--- src/sv/gsec_pkg.sv ---
package gsec_pkg;

  localparam int MaxVertices = 16;
  localparam int MaxDegree   = 8;
  localparam int MaxEdges    = 32;
  localparam int StackDepth  = MaxEdges + 1;

  localparam int VertW  = 4;  // vertex index
  localparam int DegW   = 3;  // entry index inside a row
  localparam int LenW   = 4;  // row length, 0 to MaxDegree
  localparam int EdgeW  = 6;  // edge count, 0 to MaxEdges
  localparam int SpW    = 6;  // stack pointers, 0 to StackDepth
  localparam int CntW   = 5;  // vertex count, 1 to MaxVertices
  localparam int AddrW  = VertW + DegW;
  localparam int EntryW = VertW + 1;  // used mark on top of the neighbor

  typedef enum logic [1:0] {
    OP_INSERT = 2'd0,
    OP_REMOVE = 2'd1,
    OP_QUERY  = 2'd2,
    OP_RUN    = 2'd3
  } op_e;

  typedef enum logic [1:0] {
    ST_OK      = 2'd0,
    ST_RANGE   = 2'd1,
    ST_FULL    = 2'd2,
    ST_MISSING = 2'd3
  } status_e;

  typedef enum logic [4:0] {
    CMD_NONE,
    CMD_LOAD,
    CMD_LEN_A,
    CMD_LEN_B,
    CMD_APPEND_A,
    CMD_APPEND_B,
    CMD_DEL_SETUP_A,
    CMD_DEL_SETUP_B,
    CMD_RD_I,
    CMD_INC_I,
    CMD_RD_NEXT,
    CMD_WR_SHIFT,
    CMD_SHRINK,
    CMD_ET_DEC,
    CMD_SET_NB,
    CMD_EU_STEP,
    CMD_RUN_INIT,
    CMD_RD_TOP,
    CMD_SET_U,
    CMD_TAKE,
    CMD_MARK_SETUP,
    CMD_MARK,
    CMD_PUSH,
    CMD_POP,
    CMD_RD_CS,
    CMD_EMIT,
    CMD_EMIT_CIR
  } dp_cmd_e;

  typedef struct packed {
    dp_cmd_e cmd;
    status_e st;
    logic    qry;
  } dp_ctrl_t;

  typedef struct packed {
    op_e  op;
    logic a_ok;
    logic b_ok;
    logic ins_ok;
    logic i_end;
    logic sh_more;
    logic match;
    logic rd_used;
    logic mark_hit;
    logic k_end;
    logic sp_empty;
    logic sp_full;
    logic cp_empty;
    logic out_free;
  } dp_stat_t;

endpackage

--- src/sv/graph_store_euler_circuit_top.sv ---
// channel   | dir | handshake               | payload
// s_axis    | in  | s_tvalid_i / s_tready_o | tdata: op, vertex_a, vertex_b
// m_axis    | out | m_tvalid_o / m_tready_i | tdata: vertex, degree, flags, status; tlast
// apb       | in  | psel/penable/pready     | vertex_count at byte address 0
//
// one transaction at a time; a circuit run walks edges and pops vertices, then emits
// the collected circuit vertices
// reset clears row lengths, edge count and stacks; no clearing pass is needed
// a stalled result sits in the output register; the next transaction is taken
// once the controller is back in idle
module graph_store_euler_circuit_top (
  input  logic        clk_i,
  input  logic        rst_ni,
  input  logic        s_tvalid_i,
  output logic        s_tready_o,
  input  logic [15:0] s_tdata_i,   // [1:0] op, [5:2] vertex_a, [9:6] vertex_b, rest zero
  output logic        m_tvalid_o,
  input  logic        m_tready_i,
  output logic [15:0] m_tdata_o,   // [3:0] vertex, [7:4] degree, [8] is_neighbor,
                                   // [9] is_eulerian, [11:10] status, rest zero
  output logic        m_tlast_o,
  input  logic        psel,
  input  logic        penable,
  input  logic        pwrite,
  input  logic [1:0]  paddr,
  input  logic [31:0] pwdata,
  output logic [31:0] prdata,
  output logic        pready
);
  import gsec_pkg::*;

  logic [CntW-1:0]  vcount_q;
  logic [CntW-1:0]  wr_val;
  dp_ctrl_t         ctrl;
  dp_stat_t         stat;
  logic [VertW-1:0] out_vertex;
  logic [LenW-1:0]  out_degree;
  logic             out_nb, out_eu;
  logic [1:0]       out_status;

  // config write with clamp to 1..MaxVertices; only one register, so any
  // word address inside the window lands on it
  assign pready = 1'b1;
  assign prdata = {{(32 - CntW){1'b0}}, vcount_q};

  always_comb begin
    wr_val = pwdata[CntW-1:0];
    if (wr_val == '0) begin
      wr_val = CntW'(1);
    end else if (wr_val > CntW'(MaxVertices)) begin
      wr_val = CntW'(MaxVertices);
    end
  end

  always_ff @(posedge clk_i or negedge rst_ni) begin
    if (!rst_ni) begin
      vcount_q <= CntW'(MaxVertices);
    end else if (psel && penable && pwrite && pready && paddr[1:0] == paddr) begin
      vcount_q <= wr_val;
    end
  end

  gsec_ctrl u_ctrl (
    .clk_i      (clk_i),
    .rst_ni     (rst_ni),
    .in_valid_i (s_tvalid_i),
    .in_ready_o (s_tready_o),
    .stat_i     (stat),
    .ctrl_o     (ctrl)
  );

  gsec_datapath u_dp (
    .clk_i        (clk_i),
    .rst_ni       (rst_ni),
    .vcount_i     (vcount_q),
    .in_op_i      (s_tdata_i[1:0]),
    .in_a_i       (s_tdata_i[5:2]),
    .in_b_i       (s_tdata_i[9:6]),
    .ctrl_i       (ctrl),
    .stat_o       (stat),
    .out_valid_o  (m_tvalid_o),
    .out_ready_i  (m_tready_i),
    .out_vertex_o (out_vertex),
    .out_last_o   (m_tlast_o),
    .out_degree_o (out_degree),
    .out_nb_o     (out_nb),
    .out_eu_o     (out_eu),
    .out_status_o (out_status)
  );

  assign m_tdata_o = {4'd0, out_status, out_eu, out_nb, out_degree, out_vertex};

endmodule

--- src/sv/gsec_datapath.sv ---
module gsec_datapath (
  input  logic                        clk_i,
  input  logic                        rst_ni,
  input  logic [gsec_pkg::CntW-1:0]   vcount_i,
  input  logic [1:0]                  in_op_i,
  input  logic [gsec_pkg::VertW-1:0]  in_a_i,
  input  logic [gsec_pkg::VertW-1:0]  in_b_i,
  input  gsec_pkg::dp_ctrl_t          ctrl_i,
  output gsec_pkg::dp_stat_t          stat_o,
  output logic                        out_valid_o,
  input  logic                        out_ready_i,
  output logic [gsec_pkg::VertW-1:0]  out_vertex_o,
  output logic                        out_last_o,
  output logic [gsec_pkg::LenW-1:0]   out_degree_o,
  output logic                        out_nb_o,
  output logic                        out_eu_o,
  output logic [1:0]                  out_status_o
);
  import gsec_pkg::*;

  // neighbor rows with used marks, {used, neighbor}
  logic [EntryW-1:0] row_mem [MaxVertices*MaxDegree];
  logic [VertW-1:0]  work_mem [StackDepth];
  logic [VertW-1:0]  circ_mem [StackDepth];

  logic [LenW-1:0]   rowlen_q [MaxVertices];
  logic [EdgeW-1:0]  edge_q;
  logic [SpW-1:0]    sp_q, cp_q;
  logic              out_valid_q;

  op_e               op_q;
  logic [VertW-1:0]  a_q, b_q, r_q, v_q, w_q;
  logic [LenW-1:0]   n_q, m_q, i_q;
  logic [CntW-1:0]   k_q;
  logic              nb_q, eu_q;
  logic [EntryW-1:0] rd_q;
  logic [VertW-1:0]  ws_rd_q, cs_rd_q;

  logic [VertW-1:0]  rl_addr;
  logic [LenW-1:0]   rl_rd;
  logic [AddrW-1:0]  mem_raddr, mem_waddr;
  logic [EntryW-1:0] mem_wdata;
  logic              mem_we;
  logic [DegW-1:0]   i_idx;

  assign i_idx = i_q[DegW-1:0];
  assign rl_rd = rowlen_q[rl_addr];

  always_comb begin
    case (ctrl_i.cmd) inside
      CMD_LEN_B, CMD_APPEND_B, CMD_DEL_SETUP_B: rl_addr = b_q;
      CMD_SHRINK:     rl_addr = r_q;
      CMD_EU_STEP:    rl_addr = k_q[VertW-1:0];
      CMD_SET_U:      rl_addr = ws_rd_q;
      CMD_MARK_SETUP: rl_addr = w_q;
      default:        rl_addr = a_q;
    endcase
  end

  always_comb begin
    mem_raddr = (ctrl_i.cmd == CMD_RD_NEXT) ? {r_q, i_idx + DegW'(1)} : {r_q, i_idx};
    mem_we    = 1'b0;
    mem_waddr = {r_q, i_idx};
    mem_wdata = rd_q;
    case (ctrl_i.cmd)
      CMD_APPEND_A: begin
        mem_we    = 1'b1;
        mem_waddr = {a_q, rl_rd[DegW-1:0]};
        mem_wdata = {1'b0, b_q};
      end
      CMD_APPEND_B: begin
        mem_we    = 1'b1;
        mem_waddr = {b_q, rl_rd[DegW-1:0]};
        mem_wdata = {1'b0, a_q};
      end
      CMD_TAKE: begin
        mem_we    = 1'b1;
        mem_wdata = {1'b1, rd_q[VertW-1:0]};
      end
      CMD_MARK: begin
        mem_we    = 1'b1;
        mem_wdata = {1'b1, v_q};
      end
      CMD_WR_SHIFT: mem_we = 1'b1;
      default: ;
    endcase
  end

  // status toward the controller
  always_comb begin
    stat_o.op       = op_q;
    stat_o.a_ok     = {1'b0, a_q} < vcount_i;
    stat_o.b_ok     = {1'b0, b_q} < vcount_i;
    stat_o.ins_ok   = (edge_q < EdgeW'(MaxEdges)) &&
                      ((a_q == b_q) ? (n_q <= LenW'(MaxDegree - 2))
                                    : (n_q < LenW'(MaxDegree) && m_q < LenW'(MaxDegree)));
    stat_o.i_end    = i_q >= n_q;
    stat_o.sh_more  = (i_q + LenW'(1)) < n_q;
    stat_o.match    = rd_q[VertW-1:0] == v_q;
    stat_o.rd_used  = rd_q[VertW];
    stat_o.mark_hit = (rd_q[VertW-1:0] == v_q) && !rd_q[VertW];
    stat_o.k_end    = k_q >= vcount_i;
    stat_o.sp_empty = sp_q == '0;
    stat_o.sp_full  = sp_q >= SpW'(StackDepth);
    stat_o.cp_empty = cp_q == '0;
    stat_o.out_free = !out_valid_q || out_ready_i;
  end

  // memories
  always_ff @(posedge clk_i) begin
    if (mem_we) begin
      row_mem[mem_waddr] <= mem_wdata;
    end
    rd_q <= row_mem[mem_raddr];
  end

  always_ff @(posedge clk_i) begin
    if (ctrl_i.cmd == CMD_RUN_INIT) begin
      work_mem[0] <= a_q;
    end else if (ctrl_i.cmd == CMD_PUSH) begin
      work_mem[sp_q] <= w_q;
    end
    if (ctrl_i.cmd == CMD_RD_TOP) begin
      ws_rd_q <= work_mem[sp_q - SpW'(1)];
    end
  end

  always_ff @(posedge clk_i) begin
    if (ctrl_i.cmd == CMD_POP && cp_q < SpW'(StackDepth)) begin
      circ_mem[cp_q] <= r_q;
    end
    if (ctrl_i.cmd == CMD_RD_CS) begin
      cs_rd_q <= circ_mem[cp_q - SpW'(1)];
    end
  end

  // control state
  always_ff @(posedge clk_i or negedge rst_ni) begin
    if (!rst_ni) begin
      for (int v = 0; v < MaxVertices; v++) begin
        rowlen_q[v] <= '0;
      end
      edge_q      <= '0;
      sp_q        <= '0;
      cp_q        <= '0;
      out_valid_q <= 1'b0;
    end else begin
      case (ctrl_i.cmd)
        CMD_APPEND_A: rowlen_q[rl_addr] <= rl_rd + LenW'(1);
        CMD_APPEND_B: begin
          rowlen_q[rl_addr] <= rl_rd + LenW'(1);
          edge_q            <= edge_q + EdgeW'(1);
        end
        CMD_SHRINK:   rowlen_q[rl_addr] <= rl_rd - LenW'(1);
        CMD_ET_DEC: begin
          if (edge_q != '0) edge_q <= edge_q - EdgeW'(1);
        end
        CMD_RUN_INIT: begin
          sp_q <= SpW'(1);
          cp_q <= '0;
        end
        CMD_PUSH: sp_q <= sp_q + SpW'(1);
        CMD_POP: begin
          sp_q <= sp_q - SpW'(1);
          if (cp_q < SpW'(StackDepth)) cp_q <= cp_q + SpW'(1);
        end
        CMD_RD_CS: cp_q <= cp_q - SpW'(1);
        default: ;
      endcase
      if (ctrl_i.cmd == CMD_EMIT || ctrl_i.cmd == CMD_EMIT_CIR) begin
        out_valid_q <= 1'b1;
      end else if (out_ready_i) begin
        out_valid_q <= 1'b0;
      end
    end
  end

  // working registers and result payload
  always_ff @(posedge clk_i) begin
    case (ctrl_i.cmd)
      CMD_LOAD: begin
        op_q <= op_e'(in_op_i);
        a_q  <= in_a_i;
        b_q  <= in_b_i;
        nb_q <= 1'b0;
        eu_q <= 1'b1;
        k_q  <= '0;
      end
      CMD_LEN_A: n_q <= rl_rd;
      CMD_LEN_B: m_q <= rl_rd;
      CMD_DEL_SETUP_A: begin
        r_q <= a_q;
        v_q <= b_q;
        n_q <= rl_rd;
        i_q <= '0;
      end
      CMD_DEL_SETUP_B: begin
        r_q <= b_q;
        v_q <= a_q;
        n_q <= rl_rd;
        i_q <= '0;
      end
      CMD_INC_I, CMD_WR_SHIFT: i_q <= i_q + LenW'(1);
      CMD_SET_NB: nb_q <= 1'b1;
      CMD_EU_STEP: begin
        if (rl_rd == '0 || rl_rd[0]) eu_q <= 1'b0;
        k_q <= k_q + CntW'(1);
      end
      CMD_SET_U: begin
        r_q <= ws_rd_q;
        n_q <= rl_rd;
        i_q <= '0;
      end
      CMD_TAKE: w_q <= rd_q[VertW-1:0];
      CMD_MARK_SETUP: begin
        r_q <= w_q;
        v_q <= r_q;
        n_q <= rl_rd;
        i_q <= '0;
      end
      CMD_EMIT: begin
        out_vertex_o <= '0;
        out_last_o   <= 1'b1;
        out_degree_o <= ctrl_i.qry ? n_q : '0;
        out_nb_o     <= ctrl_i.qry & nb_q;
        out_eu_o     <= ctrl_i.qry & eu_q;
        out_status_o <= ctrl_i.st;
      end
      CMD_EMIT_CIR: begin
        out_vertex_o <= cs_rd_q;
        out_last_o   <= cp_q == '0;
        out_degree_o <= '0;
        out_nb_o     <= 1'b0;
        out_eu_o     <= 1'b0;
        out_status_o <= ST_OK;
      end
      default: ;
    endcase
  end

  assign out_valid_o = out_valid_q;

`ifndef SYNTHESIS
  a_edge_bound: assert property (@(posedge clk_i) disable iff (!rst_ni)
    edge_q <= EdgeW'(MaxEdges))
    else $error("edge count above store size");
  a_sp_bound: assert property (@(posedge clk_i) disable iff (!rst_ni)
    sp_q <= SpW'(StackDepth))
    else $error("work stack overrun");
  a_cp_bound: assert property (@(posedge clk_i) disable iff (!rst_ni)
    cp_q <= SpW'(StackDepth))
    else $error("circuit stack overrun");
  a_emit_free: assert property (@(posedge clk_i) disable iff (!rst_ni)
    (ctrl_i.cmd == CMD_EMIT || ctrl_i.cmd == CMD_EMIT_CIR) |-> stat_o.out_free)
    else $error("result loaded over a pending one");
`endif

endmodule

--- src/sv/gsec_ctrl.sv ---
module gsec_ctrl (
  input  logic               clk_i,
  input  logic               rst_ni,
  input  logic               in_valid_i,
  output logic               in_ready_o,
  input  gsec_pkg::dp_stat_t stat_i,
  output gsec_pkg::dp_ctrl_t ctrl_o
);
  import gsec_pkg::*;

  typedef enum logic [4:0] {
    S_IDLE, S_DECODE, S_INS_LB, S_INS_CHK, S_INS_APB,
    S_SCAN_RD, S_SCAN_CMP, S_SH_RD, S_SH_WR, S_DEL_B, S_REM_DONE,
    S_EU_LOOP, S_RUN_LOOP, S_RUN_TOP, S_RUN_FIND, S_RUN_FCMP,
    S_RUN_MSET, S_RUN_MRD, S_RUN_MCMP, S_RUN_PUSH,
    S_OUT_RD, S_OUT_EMIT, S_EMIT
  } state_e;

  state_e  state_q, state_d;
  status_e st_q, st_d;
  logic    qry_q, qry_d;
  logic    phase_q, phase_d;

  assign in_ready_o = state_q == S_IDLE;

  always_comb begin
    state_d    = state_q;
    st_d       = st_q;
    qry_d      = qry_q;
    phase_d    = phase_q;
    ctrl_o.cmd = CMD_NONE;
    ctrl_o.st  = st_q;
    ctrl_o.qry = qry_q;
    unique case (state_q)
      S_IDLE: begin
        if (in_valid_i) begin
          ctrl_o.cmd = CMD_LOAD;
          state_d    = S_DECODE;
        end
      end
      S_DECODE: begin
        qry_d   = 1'b0;
        phase_d = 1'b0;
        st_d    = ST_RANGE;
        if (stat_i.op == OP_RUN) begin
          if (!stat_i.a_ok) begin
            state_d = S_EMIT;
          end else begin
            ctrl_o.cmd = CMD_RUN_INIT;
            state_d    = S_RUN_LOOP;
          end
        end else if (!stat_i.a_ok || !stat_i.b_ok) begin
          state_d = S_EMIT;
        end else if (stat_i.op == OP_INSERT) begin
          ctrl_o.cmd = CMD_LEN_A;
          state_d    = S_INS_LB;
        end else begin
          ctrl_o.cmd = CMD_DEL_SETUP_A;
          qry_d      = stat_i.op == OP_QUERY;
          state_d    = S_SCAN_RD;
        end
      end
      S_INS_LB: begin
        ctrl_o.cmd = CMD_LEN_B;
        state_d    = S_INS_CHK;
      end
      S_INS_CHK: begin
        if (stat_i.ins_ok) begin
          ctrl_o.cmd = CMD_APPEND_A;
          state_d    = S_INS_APB;
        end else begin
          st_d    = ST_FULL;
          state_d = S_EMIT;
        end
      end
      S_INS_APB: begin
        ctrl_o.cmd = CMD_APPEND_B;
        st_d       = ST_OK;
        state_d    = S_EMIT;
      end
      S_SCAN_RD: begin
        if (stat_i.i_end) begin
          if (qry_q) begin
            state_d = S_EU_LOOP;
          end else if (phase_q) begin
            state_d = S_REM_DONE;
          end else begin
            st_d    = ST_MISSING;
            state_d = S_EMIT;
          end
        end else begin
          ctrl_o.cmd = CMD_RD_I;
          state_d    = S_SCAN_CMP;
        end
      end
      S_SCAN_CMP: begin
        if (stat_i.match) begin
          if (qry_q) begin
            ctrl_o.cmd = CMD_SET_NB;
            state_d    = S_EU_LOOP;
          end else begin
            state_d = S_SH_RD;
          end
        end else begin
          ctrl_o.cmd = CMD_INC_I;
          state_d    = S_SCAN_RD;
        end
      end
      S_SH_RD: begin
        if (stat_i.sh_more) begin
          ctrl_o.cmd = CMD_RD_NEXT;
          state_d    = S_SH_WR;
        end else begin
          ctrl_o.cmd = CMD_SHRINK;
          if (phase_q) begin
            state_d = S_REM_DONE;
          end else begin
            phase_d = 1'b1;
            state_d = S_DEL_B;
          end
        end
      end
      S_SH_WR: begin
        ctrl_o.cmd = CMD_WR_SHIFT;
        state_d    = S_SH_RD;
      end
      S_DEL_B: begin
        ctrl_o.cmd = CMD_DEL_SETUP_B;
        state_d    = S_SCAN_RD;
      end
      S_REM_DONE: begin
        ctrl_o.cmd = CMD_ET_DEC;
        st_d       = ST_OK;
        state_d    = S_EMIT;
      end
      S_EU_LOOP: begin
        if (stat_i.k_end) begin
          st_d    = ST_OK;
          state_d = S_EMIT;
        end else begin
          ctrl_o.cmd = CMD_EU_STEP;
        end
      end
      S_RUN_LOOP: begin
        if (stat_i.sp_empty) begin
          state_d = S_OUT_RD;
        end else begin
          ctrl_o.cmd = CMD_RD_TOP;
          state_d    = S_RUN_TOP;
        end
      end
      S_RUN_TOP: begin
        ctrl_o.cmd = CMD_SET_U;
        state_d    = S_RUN_FIND;
      end
      S_RUN_FIND: begin
        if (stat_i.sp_full || stat_i.i_end) begin
          ctrl_o.cmd = CMD_POP;
          state_d    = S_RUN_LOOP;
        end else begin
          ctrl_o.cmd = CMD_RD_I;
          state_d    = S_RUN_FCMP;
        end
      end
      S_RUN_FCMP: begin
        if (!stat_i.rd_used) begin
          ctrl_o.cmd = CMD_TAKE;
          state_d    = S_RUN_MSET;
        end else begin
          ctrl_o.cmd = CMD_INC_I;
          state_d    = S_RUN_FIND;
        end
      end
      S_RUN_MSET: begin
        ctrl_o.cmd = CMD_MARK_SETUP;
        state_d    = S_RUN_MRD;
      end
      S_RUN_MRD: begin
        if (stat_i.i_end) begin
          state_d = S_RUN_PUSH;
        end else begin
          ctrl_o.cmd = CMD_RD_I;
          state_d    = S_RUN_MCMP;
        end
      end
      S_RUN_MCMP: begin
        if (stat_i.mark_hit) begin
          ctrl_o.cmd = CMD_MARK;
          state_d    = S_RUN_PUSH;
        end else begin
          ctrl_o.cmd = CMD_INC_I;
          state_d    = S_RUN_MRD;
        end
      end
      S_RUN_PUSH: begin
        ctrl_o.cmd = CMD_PUSH;
        state_d    = S_RUN_LOOP;
      end
      S_OUT_RD: begin
        if (stat_i.cp_empty) begin
          state_d = S_IDLE;
        end else begin
          ctrl_o.cmd = CMD_RD_CS;
          state_d    = S_OUT_EMIT;
        end
      end
      S_OUT_EMIT: begin
        if (stat_i.out_free) begin
          ctrl_o.cmd = CMD_EMIT_CIR;
          state_d    = stat_i.cp_empty ? S_IDLE : S_OUT_RD;
        end
      end
      S_EMIT: begin
        if (stat_i.out_free) begin
          ctrl_o.cmd = CMD_EMIT;
          state_d    = S_IDLE;
        end
      end
      default: state_d = S_IDLE;
    endcase
  end

  always_ff @(posedge clk_i or negedge rst_ni) begin
    if (!rst_ni) begin
      state_q <= S_IDLE;
      st_q    <= ST_OK;
      qry_q   <= 1'b0;
      phase_q <= 1'b0;
    end else begin
      state_q <= state_d;
      st_q    <= st_d;
      qry_q   <= qry_d;
      phase_q <= phase_d;
    end
  end

`ifndef SYNTHESIS
  a_idle_accept: assert property (@(posedge clk_i) disable iff (!rst_ni)
    (in_ready_o && in_valid_i) |=> state_q == S_DECODE)
    else $error("accepted transaction not decoded");
  a_emit_done: assert property (@(posedge clk_i) disable iff (!rst_ni)
    (ctrl_o.cmd == CMD_EMIT) |=> state_q == S_IDLE)
    else $error("single result not followed by idle");
  a_phase_rem: assert property (@(posedge clk_i) disable iff (!rst_ni)
    (state_q == S_DEL_B) |-> !qry_q)
    else $error("second deletion outside removal");
`endif

endmodule
--- config.mk ---
export PLATFORM = sky130hd
export DESIGN_NAME = graph_store_euler_circuit_top
export DESIGN_NICKNAME = d
export VERILOG_FILES = /design/src/sv/gsec_pkg.sv /design/src/sv/graph_store_euler_circuit_top.sv /design/src/sv/gsec_datapath.sv /design/src/sv/gsec_ctrl.sv
export SDC_FILE = /design/constraint.sdc
export NUM_CORES = 2
export LEC_CHECK = 0
export BUFFER_PORTS_ARGS = -buffer_cell sky130_fd_sc_hd__clkbuf_2
export CORE_MARGIN = 4
export CORE_UTILIZATION = 40
export DETAILED_ROUTE_END_ITERATION = 6
export MAX_ROUTING_LAYER = met4
export SLEW_MARGIN = 20
export SYNTH_ARGS = -nofsm -noshare
export SYNTH_HDL_FRONTEND = slang
export SYNTH_SLANG_ARGS = --single-unit
--- constraint.sdc ---
create_clock -name clk_i -period 11.55 [get_ports clk_i]
set_input_delay 0.5775 -clock clk_i [delete_from_list [all_inputs] [get_ports clk_i]]
set_output_delay 0.5775 -clock clk_i [all_outputs]
set_load 0.02 [all_outputs]
==> run metrics <==
Synth area leader edfxtp_1; final setup vio count 0; Startpoint Class register; initial antenna violation count 1; synthesized area 0.04499 mm2; clock sinks 1065; Post-Synth XOR/XNOR Area 0.7008%; Worst R2R End u_dp.row_mem[24][1]; post-CTS sizing 0; largest net degree at the start of global routing 113; WL/cell 24.21 um; post-synthesis compound-gate area fraction 3.763%; WL final 102700 um; Worst-Margin Slew 1.017 ns; drt drc 0; I/O Buffers 41; Worst Skew 0.03716 ns; core outline area 0.1111 mm2; Skew-Pair Late Insertion Delay 0.70 ns; worst hold path class primary input to register; Max-cap violations 0; main combinational cell family by area after synthesis multiplexers; async set-reset flop share out of synthesis 9.108%; Sw Share 35.47%; dpl hpwl 65190 um; CTS root buf clkbuf_16; post-synth cell types 80; H-Tree Depth 3; leakage 16.54 nW; Crit Path Max Fanout 45; Setup crit end u_dp.row_mem[24][1]; CTS tree done; Gate power share 38.0%; GP Congestion 0.9031; Die Y-Extent 343.4 um; final core occ 45.30%; Post-Synth Adder-Cell Area 0.9900%; Psw 0.004971 W; Synth warnings 0; sequential-to-total area share from yosys stat 69.89%; row cnt 122; IO Count 109; GRT Total Usage 18.01%; most frequent cell after synthesis edfxtp_1; Mean Syn Cell Area 17.22 um2; top-area cell type share of the netlist area 64.27%; IR drop worst, VDD 0.0002655 V; vias in the first global route 24330; RSZ-0062 raised after global routing false; first-pass GRT wire length 155200 um; outcome completed; DRT Pass-1 Iters 5; FF+latch count, synth 1065; pwr/cell area 278.4 mW/mm2; number of DRC markers in iteration 0 2210; internal power 0.009044 W; area grow syn2layout 11.88%; Tmin final 6.605 ns; ratio of cells with drive above 1 in the final layout 21.96%; hold path start s_tdata_i[1]; reg2reg path depth 17; Final Hold Fails 0; endpoint class of the critical path register; Seq pwr share 37.6%; Fmax 151.4 MHz; Clock power frac 24.4%; post-synthesis cell count 2613; total grt overflow 0; DR vias/cell 5.562; fin. max-slew vios 0; Clock transition at path regs 0.06 ns; prevailing post-synth register cell edfxtp_1; post-route ant nets 0; Initial Util 40.49%; Vias 23610; cts bufs inserted 107; synth top area cells edfxtp_1 64%, mux4_2 15%, dfrtp_1 5.3%; post-synthesis simple-gate area fraction 6.568%; setup TNS after final layout 0 ns; Post-synth EDFFs 963; Worst Setup SP u_dp.i_q[1]; Worst Path Class, Setup register to register; Relative slew margins 31.82%; Reg-to-Reg Start u_dp.i_q[1]; final worst-path cycle share 57.19%; Die W 343.4 um; full die area 0.1179 mm2; Reg2Reg Setup Slack 4.95 ns; Worst EP required 11.84 ns; Arr. time, crit path 6.89 ns; Clock Tree Buf Depth 3; post-synthesis mux area share 15.81%; top cells by count, synth 963 x edfxtp_1, 290 x mux4_2, 277 x nor2_1; number of nets in the layout 2753
[worst min-delay path by stage]
stage                                       to  cells after the start
finish                            u_dp.op_q[1]                      1
global route                      u_dp.op_q[1]                      1
CTS                               u_dp.op_q[1]                      1
detailed placement                    register                      2
global placement             u_dp.rowlen_q[11]                      2
floorplan           asynchronous set/reset pin                      0
[registers in the layout, summed over array words and instances, names as in the netlist, 5 cells and up, named ones only]
name	cells
u_ctrl.state_q	5
u_dp.circ_mem	132
u_dp.cp_q	6
u_dp.edge_q	6
u_dp.k_q	5
u_dp.rd_q	5
u_dp.row_mem	640
u_dp.rowlen_q	48
u_dp.sp_q	6
u_dp.work_mem	132
vcount_q	5
[placed cells by master (no fill, tap or decap), drive strengths merged, types with 11 or more instances in the layout]
| cell | count |
|---|---|
| nor3 | 41 |
| nand3 | 32 |
| and2 | 13 |
| mux2i | 46 |
| edfxtp | 963 |
| a21o | 13 |
| clkbuf | 189 |
| and3 | 21 |
| nor2b | 13 |
| mux4 | 290 |
| conb | 32 |
| clkinv | 39 |
| a22oi | 21 |
| inv | 41 |
| nor2 | 279 |
| ha | 34 |
| a21oi | 59 |
| mux2 | 11 |
| nand2 | 178 |
| nand2b | 21 |
| a31oi | 15 |
| buf | 46 |
| o31ai | 19 |
| xnor2 | 26 |
| o21ai | 72 |
| dfrtp | 96 |
[metrics by stage]
stage	area, um2	cells	setup WS (ns)	power (W)	hold slack [ns]
finish	50340	4244	4.945	0.01402	0.08648
global route	50340	4244	4.643	0.01471	0.06356
CTS	50320	4243	4.905	0.01416	0.03465
detailed placement	46800	4039	4.951	0.01072	0.4703
global placement	46800	4039	5.066	0.01058	0.4549
floorplan	45110	2643	6.761	0.008935	0.2819
[power groups by stage]
stage	logic, W	registers [W]	clock network, W
final	0.00532	0.00527	0.00342
after global routing	0.00574	0.00529	0.00367
after CTS	0.00539	0.00527	0.00350
after detailed placement	0.00538	0.00535	0
after global placement	0.00525	0.00533	0
after floorplan	0.00358	0.00535	0
[metal layers]
metal  share of wire [%]  vias up  global-route usage, %
li1                    -    10360                      -
met1                  42    12220                  24.31
met2                  48      851                  27.69
met3                 7.4      171                  3.882
met4                 2.8        0                  5.529
met5                   0        -                      -
[worst max-delay path: stages, from the launching register on]
cell	delay [ns]
edfxtp_1	0.55
ha_1	0.42
ha_1	0.29
nor2b_1	0.12
o211a_1	0.24
o21a_1	0.37
a22oi_1	0.34
a21boi_4	0.22
buf_4	0.52
mux2i_1	0.26
mux2i_1	0.13
a22oi_1	0.31
nand2_2	0.28
o31a_1	0.37
buf_4	0.27
or2_1	0.42
buf_4	0.28
nor3_1	0.72
[cell families after synthesis]
| logic type | count (synthesis) |
|---|---|
| buffers and inverters | 215 |
| multiplexers | 347 |
| AO/OA/AOI/OAI | 263 |
| adder cells (fa/ha/maj) | 35 |
| flip-flops | 1065 |
| XOR/XNOR | 36 |
| other | 2 |
| AND/OR/NAND/NOR | 650 |
[repair_timing]
item	CTS	global route
buffers inserted	0	0
endpoints found under the hold margin	43	0
hold buffers	1	0
setup endpoints to repair	0	0
[layout make-up]
cell class	instances	area [um2]
fill	9568	60790
multi-input combinational	1363	12800
clock buffer	149	3000
clock inverter	54	514.2
sequential	1065	31450
antenna	1	2.502
timing repair buffer	87	568.0
inverter	37	138.9
tap	1488	1862
Note: power is estimated with default switching activity, not from simulation.
